<file path="config.mk">
export PLATFORM = sky130hd
export DESIGN_NAME = multiboot_handshake_master_top
export DESIGN_NICKNAME = d
export VERILOG_FILES = /design/src/rtl/mbh_pkg.sv /design/src/rtl/multiboot_handshake_master_top.sv /design/src/rtl/mbh_step.sv
export SDC_FILE = /design/constraint.sdc
export NUM_CORES = 1
export LEC_CHECK = 0
export ABC_CLOCK_PERIOD_IN_PS = 4950
export BUFFER_PORTS_ARGS = -buffer_cell sky130_fd_sc_hd__clkbuf_2
export CAP_MARGIN = 20
export CORE_AREA = 2 2 118 120
export CTS_CLUSTER_DIAMETER = 150
export CTS_CLUSTER_SIZE = 20
export DETAILED_ROUTE_END_ITERATION = 7
export DIE_AREA = 0 0 120 122
export PLACE_DENSITY = 0.71
export SYNTH_ARGS = -nofsm -noshare
export SYNTH_HDL_FRONTEND = slang
export SYNTH_SLANG_ARGS = --single-unit
</file>
<file path="constraint.sdc">
create_clock -name clk -period 4.95 [get_ports clk]
set_input_delay 0.99 -clock clk [delete_from_list [all_inputs] [get_ports clk]]
set_output_delay 0.99 -clock clk [all_outputs]
set_load 0.01 [all_outputs]
</file>
<file path="src/rtl/mbh_pkg.sv">
// shared types, constants and helpers for the link boot handshake master
`timescale 1ns / 1ps
package mbh_pkg;

  // default limits handed to the top level
  localparam int DEF_MAX_ATTEMPTS       = 16;
  localparam int DEF_PROBES_PER_ATTEMPT = 16;

  // command words sent to the clients
  localparam logic [15:0] CMD_PROBE     = 16'h6200;
  localparam logic [15:0] CMD_ANNOUNCE  = 16'h6100;
  localparam logic [15:0] CMD_POLL      = 16'h6300;
  localparam logic [15:0] CMD_HANDSHAKE = 16'h6400;

  // client replies
  localparam logic [15:0] RSP_ACK       = 16'h7200;
  localparam logic [15:0] RSP_ACK_MASK  = 16'hFFF0;
  localparam logic [15:0] RSP_POLL      = 16'h7300;
  localparam logic [15:0] RSP_POLL_MASK = 16'hFF00;

  // header length in halfwords
  localparam logic [6:0] HEADER_HALVES = 7'h60;

  // palette register reset value and handshake seed
  localparam logic [7:0] PALETTE_RESET = 8'h81;
  localparam logic [7:0] HS_SEED       = 8'h11;
  localparam logic [7:0] HS_FILL       = 8'hFF;

  typedef enum logic [3:0] {
    PH_IDLE      = 4'd0,
    PH_DISCOVER  = 4'd1,
    PH_ANNOUNCE  = 4'd2,
    PH_HEADER    = 4'd3,
    PH_CONFIRM1  = 4'd4,
    PH_CONFIRM2  = 4'd5,
    PH_POLL      = 4'd6,
    PH_HANDSHAKE = 4'd7,
    PH_DONE      = 4'd8,
    PH_NOCLIENT  = 4'd9,
    PH_BADREPLY  = 4'd10
  } phase_t;

  typedef enum logic [1:0] {
    ST_BUSY     = 2'd0,
    ST_DONE     = 2'd1,
    ST_NOCLIENT = 2'd2,
    ST_BADREPLY = 2'd3
  } status_t;

  // handshake progress kept between beats
  typedef struct packed {
    phase_t      phase;
    logic [3:0]  mask;
    logic [4:0]  attempts;
    logic [4:0]  probes;
    logic [6:0]  hdr_cnt;
    logic [7:0]  answer;
  } mbh_state_t;

  localparam mbh_state_t STATE_RESET = '{
    phase: PH_IDLE, mask: 4'd0, attempts: 5'd0, probes: 5'd0, hdr_cnt: 7'd0, answer: 8'd0
  };

  // one result beat
  typedef struct packed {
    logic [15:0] send_word;
    logic        send_valid;
    status_t     status;
    logic [3:0]  clients_found;
    logic [6:0]  header_position;
    logic [7:0]  handshake_value;
    logic [7:0]  client_answer;
  } mbh_result_t;

  // handshake byte, sum taken modulo 256
  function automatic logic [7:0] hs_byte(input logic [7:0] answer);
    hs_byte = answer + HS_SEED + HS_FILL + HS_FILL;
  endfunction

endpackage

</file>
<file path="src/rtl/multiboot_handshake_master_top.sv">
// top level of the link boot handshake master
//
// channel  dir  handshake            payload
// in_      in   in_tvalid/in_tready  tdata reply_word, header_word; tuser mode
// out_     out  out_tvalid/out_tready tdata send_word..client_answer; tuser send_valid
// cfg_     in   cfg_valid/cfg_ready  cfg_data palette_byte
//
// one beat in, one beat out; a result appears in the cycle after its input beat
// a beat is taken every cycle while the result register is empty or being drained
// the only loop is the state register through the step logic
// synchronous active-low reset clears state, palette goes to 0x81
// out_tready low holds the result and stalls the input side; cfg is always ready
`timescale 1ns / 1ps
module multiboot_handshake_master_top
  import mbh_pkg::*;
#(
  parameter int MAX_ATTEMPTS       = DEF_MAX_ATTEMPTS,
  parameter int PROBES_PER_ATTEMPT = DEF_PROBES_PER_ATTEMPT
) (
  input  logic        clk,
  input  logic        rst_n,
  input  logic        in_tvalid,
  output logic        in_tready,
  input  logic [47:0] in_tdata,   // reply_word[31:0], header_word[47:32]
  input  logic [0:0]  in_tuser,   // mode[0]
  output logic        out_tvalid,
  input  logic        out_tready,
  output logic [47:0] out_tdata,  // send_word[15:0], status[17:16], clients_found[21:18],
                                  // header_position[28:22], handshake_value[36:29],
                                  // client_answer[44:37], zero fill[47:45]
  output logic [0:0]  out_tuser,  // send_valid[0]
  input  logic        cfg_valid,
  output logic        cfg_ready,
  input  logic [7:0]  cfg_data    // palette_byte
);

  mbh_state_t  state_r, state_nxt;
  mbh_result_t res_r, res_nxt;
  logic        out_valid_r;
  logic [7:0]  palette_r;
  logic        in_beat;

  assign in_tready = !out_valid_r || out_tready;
  assign in_beat   = in_tvalid && in_tready;
  assign cfg_ready = 1'b1;

  mbh_step #(
    .MAX_ATTEMPTS       (MAX_ATTEMPTS),
    .PROBES_PER_ATTEMPT (PROBES_PER_ATTEMPT)
  ) u_step (
    .cur         (state_r),
    .mode        (in_tuser[0]),
    .reply_word  (in_tdata[31:0]),
    .header_word (in_tdata[47:32]),
    .palette     (palette_r),
    .nxt         (state_nxt),
    .res         (res_nxt)
  );

  // handshake state advances on each input beat
  always_ff @(posedge clk) begin
    if (!rst_n) begin
      state_r <= STATE_RESET;
    end else if (in_beat) begin
      state_r <= state_nxt;
    end
  end

  // palette register
  always_ff @(posedge clk) begin
    if (!rst_n) begin
      palette_r <= PALETTE_RESET;
    end else if (cfg_valid && cfg_ready) begin
      palette_r <= cfg_data;
    end
  end

  // result register valid flag
  always_ff @(posedge clk) begin
    if (!rst_n) begin
      out_valid_r <= 1'b0;
    end else if (in_beat) begin
      out_valid_r <= 1'b1;
    end else if (out_tready) begin
      out_valid_r <= 1'b0;
    end
  end

  // result payload
  always_ff @(posedge clk) begin
    if (in_beat) begin
      res_r <= res_nxt;
    end
  end

  assign out_tvalid = out_valid_r;
  assign out_tuser  = res_r.send_valid;
  assign out_tdata  = {3'd0, res_r.client_answer, res_r.handshake_value,
                       res_r.header_position, res_r.clients_found, res_r.status,
                       res_r.send_word};

  // a word to send only comes while the handshake is still running
  a_send_busy: assert property (@(posedge clk) disable iff (!rst_n)
    out_valid_r && res_r.send_valid |-> res_r.status == ST_BUSY)
    else $error("send beat with final status");

  // nothing to send means a zero word
  a_idle_word: assert property (@(posedge clk) disable iff (!rst_n)
    out_valid_r && !res_r.send_valid |-> res_r.send_word == 16'd0)
    else $error("non-zero word without send");

  // a start beat yields the first probe and restarts discovery
  a_start_probe: assert property (@(posedge clk) disable iff (!rst_n)
    in_beat && !in_tuser[0] |=> out_valid_r && res_r.send_word == CMD_PROBE &&
      state_r.phase == PH_DISCOVER && state_r.mask == 4'd0)
    else $error("start beat did not restart discovery");

  // header position never runs past the header length
  a_hdr_range: assert property (@(posedge clk) disable iff (!rst_n)
    out_valid_r |-> res_r.header_position <= HEADER_HALVES)
    else $error("header position out of range");

endmodule

</file>
<file path="src/rtl/mbh_step.sv">
// next-state and result logic for one handshake beat
`timescale 1ns / 1ps
module mbh_step
  import mbh_pkg::*;
#(
  parameter int MAX_ATTEMPTS       = DEF_MAX_ATTEMPTS,
  parameter int PROBES_PER_ATTEMPT = DEF_PROBES_PER_ATTEMPT
) (
  input  mbh_state_t  cur,
  input  logic        mode,
  input  logic [31:0] reply_word,
  input  logic [15:0] header_word,
  input  logic [7:0]  palette,
  output mbh_state_t  nxt,
  output mbh_result_t res
);

  logic [15:0] word;
  logic        send;
  logic [4:0]  att_inc;
  logic [7:0]  hdr_tag;
  logic [31:0] ack_exp;
  logic [31:0] hdr_exp;
  logic [31:0] mask_exp;
  logic        poll_hit;

  // expected replies for the current client mask
  assign att_inc  = cur.attempts + 5'd1;
  assign hdr_tag  = {1'b0, HEADER_HALVES - (cur.hdr_cnt - 7'd1)};
  assign ack_exp  = {16'd0, RSP_ACK | {12'd0, cur.mask}};
  assign hdr_exp  = {16'd0, hdr_tag, 4'd0, cur.mask};
  assign mask_exp = {28'd0, cur.mask};
  assign poll_hit = (reply_word[15:0] & RSP_POLL_MASK) == RSP_POLL;

  // phase sequencing
  always_comb begin
    nxt  = cur;
    word = 16'd0;
    send = 1'b0;
    if (!mode) begin
      nxt       = STATE_RESET;
      nxt.phase = PH_DISCOVER;
      nxt.probes = 5'd1;
      word      = CMD_PROBE;
      send      = 1'b1;
    end else begin
      unique case (cur.phase)
        PH_DISCOVER: begin
          if ((reply_word[15:0] & RSP_ACK_MASK) == RSP_ACK) begin
            nxt.mask = cur.mask | reply_word[3:0];
          end
          if (cur.probes < 5'(PROBES_PER_ATTEMPT)) begin
            nxt.probes = cur.probes + 5'd1;
            word       = CMD_PROBE;
            send       = 1'b1;
          end else if (nxt.mask != 4'd0) begin
            nxt.phase = PH_ANNOUNCE;
            word      = CMD_ANNOUNCE | {12'd0, nxt.mask};
            send      = 1'b1;
          end else begin
            nxt.attempts = att_inc;
            if (att_inc >= 5'(MAX_ATTEMPTS)) begin
              nxt.phase = PH_NOCLIENT;
            end else begin
              nxt.probes = 5'd1;
              word       = CMD_PROBE;
              send       = 1'b1;
            end
          end
        end
        PH_ANNOUNCE: begin
          if (reply_word != ack_exp) begin
            nxt.phase = PH_BADREPLY;
          end else begin
            nxt.phase   = PH_HEADER;
            nxt.hdr_cnt = 7'd1;
            word        = header_word;
            send        = 1'b1;
          end
        end
        PH_HEADER: begin
          if (cur.hdr_cnt == 7'd0 || cur.hdr_cnt > HEADER_HALVES || reply_word != hdr_exp) begin
            nxt.phase = PH_BADREPLY;
          end else if (cur.hdr_cnt < HEADER_HALVES) begin
            nxt.hdr_cnt = cur.hdr_cnt + 7'd1;
            word        = header_word;
            send        = 1'b1;
          end else begin
            nxt.phase = PH_CONFIRM1;
            word      = CMD_PROBE;
            send      = 1'b1;
          end
        end
        PH_CONFIRM1: begin
          if (reply_word != mask_exp) begin
            nxt.phase = PH_BADREPLY;
          end else begin
            nxt.phase = PH_CONFIRM2;
            word      = CMD_PROBE | {12'd0, cur.mask};
            send      = 1'b1;
          end
        end
        PH_CONFIRM2: begin
          if (reply_word != ack_exp) begin
            nxt.phase = PH_BADREPLY;
          end else begin
            nxt.phase = PH_POLL;
            word      = CMD_POLL | {8'd0, palette};
            send      = 1'b1;
          end
        end
        PH_POLL: begin
          send = 1'b1;
          if (poll_hit) begin
            nxt.answer = reply_word[7:0];
            nxt.phase  = PH_HANDSHAKE;
            word       = CMD_HANDSHAKE | {8'd0, hs_byte(reply_word[7:0])};
          end else begin
            word = CMD_POLL | {8'd0, palette};
          end
        end
        PH_HANDSHAKE: begin
          nxt.phase = poll_hit ? PH_DONE : PH_BADREPLY;
        end
        PH_DONE, PH_NOCLIENT, PH_BADREPLY: begin
          nxt.phase = cur.phase;
        end
        default: begin
          nxt.phase = PH_IDLE;
        end
      endcase
    end
  end

  // result fields from the updated state
  always_comb begin
    res.send_word       = send ? word : 16'd0;
    res.send_valid      = send;
    res.clients_found   = nxt.mask;
    res.header_position = nxt.hdr_cnt;
    res.client_answer   = nxt.answer;
    res.handshake_value = (nxt.phase == PH_HANDSHAKE || nxt.phase == PH_DONE) ?
                          hs_byte(nxt.answer) : 8'd0;
    case (nxt.phase)
      PH_DONE:     res.status = ST_DONE;
      PH_NOCLIENT: res.status = ST_NOCLIENT;
      PH_BADREPLY: res.status = ST_BADREPLY;
      default:     res.status = ST_BUSY;
    endcase
  end

endmodule
</file>
==> results.ini <==
[sta]
fmax_mhz = 286
worstMarginPinSlew_ns = 0.838
setup_ws_ns = 1.45
fin_setup_tns_ns = 0
rsz0062_at_grt = no
finalHoldViolations = 0
setup_viol = 0
slew_headroom = 0.440
skew_ns = 0.00856
slew_violations = 0
period_minus_slack_ns = 3.50
layout_worst_path_cycle_share = 0.707

[placement]
gp_congestion = 0.910
dpl_cell_area_mm2 = 0.00592
hpwl_um = 10800
post-place-ws_ns = 1.10
placed_cells_incl_taps = 830
portBuffers = 109

[clocking]
htreeDepth = 3
cts_buffers = 9
post_cts_buffers = 0
clockBufferDepth = 2
cts_hold_buf = 0
cts_root_buffer = clkbuf_16
clock_latency_ns = 0.34
cts_tree = done
postCtsResizedCells = 0
clock-sinks = 88
path_clk_slew_ns = 0.07

[global_route]
grt_overflow = 0
antenna_found_initial = 0
track_usage = 0.198
grt_start_max_net_pins = 42
grt_pass1_wl_um = 23000
first_global_vias = 4457

[drt]
vias = 4840
via_per_inst = 5.72
final_antenna_net_count = 0
wl_um = 14700
wire_per_inst_um = 17.3
drt_iter0_markers = 406
firstDrtPassIters = 5
drc = 0

[critical_path]
required_ns = 5.15
path_class = in -> reg
cp-start-kind = input pin
end_kind = flip-flop
path_max_fanout = 15
arrival_ns = 3.70

[floorplanning]
die_w_um = 120
start_util = 0.391
ioPinCount = 114
fp-row-count = 43
dieArea_mm2 = 0.0146
die_h_um = 122
core_mm2 = 0.0135

[worst_hold_path]
hold_path.class = reg -> reg

[finish]
ff_latch_area_mm2 = 0.00222
num-fill-cells = 1283
nets = 735
antenna_cells = 0
design_area_mm2 = 0.00622
fin_util = 0.461
multi_input_area_mm2 = 0.00278
layout.cells.non_filler = 846
drive_gt1_frac = 0.252
area_delta_synth_final_pct = 17.9

[synth]
synth_edf_count = 46
synth_area_mm2 = 0.00528
syn_avg_cell_area_um2 = 9.32
synthCells = 566
synth.distinct_cells = 85
synth_ff_type = edfxtp_1
synth_warnings = 0
synth_top_area_cell = edfxtp_1
synthArstFlopShare = 0
synth_top_area_frac = 0.262
synth.area.top_cells = edfxtp_1, dfxtp_1, nand2_1
synth-seq-cells = 88
ys_seq_area_frac = 0.421

[pwr]
p_comb_frac = 0.101
p_seq_frac = 0.481
ir_worst_vdd_uv = 140
p_leak_nw = 2.38
switching_share = 0.247
p_sw_mw = 0.413
clkPwrFrac = 0.418
powerDensity_mw_per_mm2 = 269
intPower_mw = 1.26

[run_status]
outcome = complete, no violations

[run]
maxCapViolCount = 0

[power by group through the flow]
stage	clock [mW]	combinational, mW	sequential, mW
after floorplan	0	0.0851	0.826
after global placement	0	0.165	0.820
after detailed placement	0	0.168	0.821
after CTS	0.705	0.169	0.805
after global routing	0.736	0.183	0.807
final	0.699	0.169	0.805
[cell usage in the layout, fill, tap and decap left out, types with 18 or more instances in the layout]
master	count
clkbuf_2	109
inv_1	20
nand3_1	18
nor2_1	64
o21ai_0	20
a21oi_1	43
nand2_1	70
dfxtp_1	42
edfxtp_1	46
[state kept, by name (all words and copies together) (netlist names)]
name        cells
out_tdata      45
out_tuser       1
out_tvalid      1
palette_r       8
state_r        33
[cells in the mapped netlist, types with 3 or more instances]
master    count
nand2_1      70
a21oi_1      43
or4_4         3
mux2i_1      13
or4_1         4
inv_1        21
dfxtp_1      42
nor3_2        6
or3_1         7
edfxtp_1     46
nand2b_1      3
nand3_1      18
and4_1        3
clkbuf_1     16
ha_1         12
a211oi_1      7
buf_4         7
nor2_1       64
o31ai_1       6
and3_1        5
a222oi_1      4
o211ai_1      3
o21a_1        3
nor4_1        4
a221oi_1      6
and2_1        5
buf_2         5
a311oi_1      5
a31oi_1       7
buf_6         4
a21o_1        5
o32ai_1       3
nand4_1       6
o21ai_0      20
xor2_1        8
xnor2_1      13
o22ai_1       3
nor3_1        7
[metrics by stage]
step           hold slack [ns]  power [mW]
6_report                 0.471        1.67
5_1_grt                  0.501        1.73
4_1_cts                  0.474        1.68
3_5_place_dp             0.465       0.989
3_3_place_gp             0.442       0.986
2_1_floorplan            0.437       0.911
[logic make-up (layout without fill, tap and decap cells)]
logic type | Yosys count | in the layout | synth area share
adders and majority gates | 12 | 12 | 0.0285
AOI/OAI and AO/OA | 143 | 143 | 0.195
buffers and inverters | 58 | 156 | 0.0534
and+or+nand+nor | 227 | 227 | 0.237
muxes | 15 | 15 | 0.0294
other | 2 | 4 | 0.00142
DFF | 88 | 88 | 0.421
xor gates and xnor gates | 21 | 21 | 0.0349
[path summary, 6_finish.rpt]
check	start	end	slack [ns]	depth (start not counted)
worst min-delay path	state_r[21]	state_r[21]	0.47	2
worst max-delay path	in_tdata[0]	out_tdata[5]	1.45	11
worst max register to register	state_r[10]	out_tdata[29]	1.60	9
worst min register to register	state_r[21]	state_r[21]	0.47	2
[final cells by class]
type	instances	share of cell area
clock buffer	12	0.0396
clock inverter	4	0.00885
inverter	23	0.0139
multi-input combinational	422	0.447
sequential	88	0.357
tap	180	0.0362
timing repair buffer	117	0.0974
[critical path: stages]
cell and delay, ns:
clkbuf_2 0.13, inv_1 0.09, ha_1 0.30, or4_4 0.55, nor2_4 0.20, nand2_4 0.10, nor4b_4 0.27, buf_4 0.24
o21a_1 0.45, a222oi_1 0.21, nor2_1 0.16
[routing by layer]
layer	share of wire	track usage	wire, um
met1	0.42	0.263	6210
met2	0.49	0.330	7230
met3	0.063	0.0300	923
met4	0.021	0.0699	312
met5	0	0	0
Note: power is estimated with default switching activity, not from simulation.
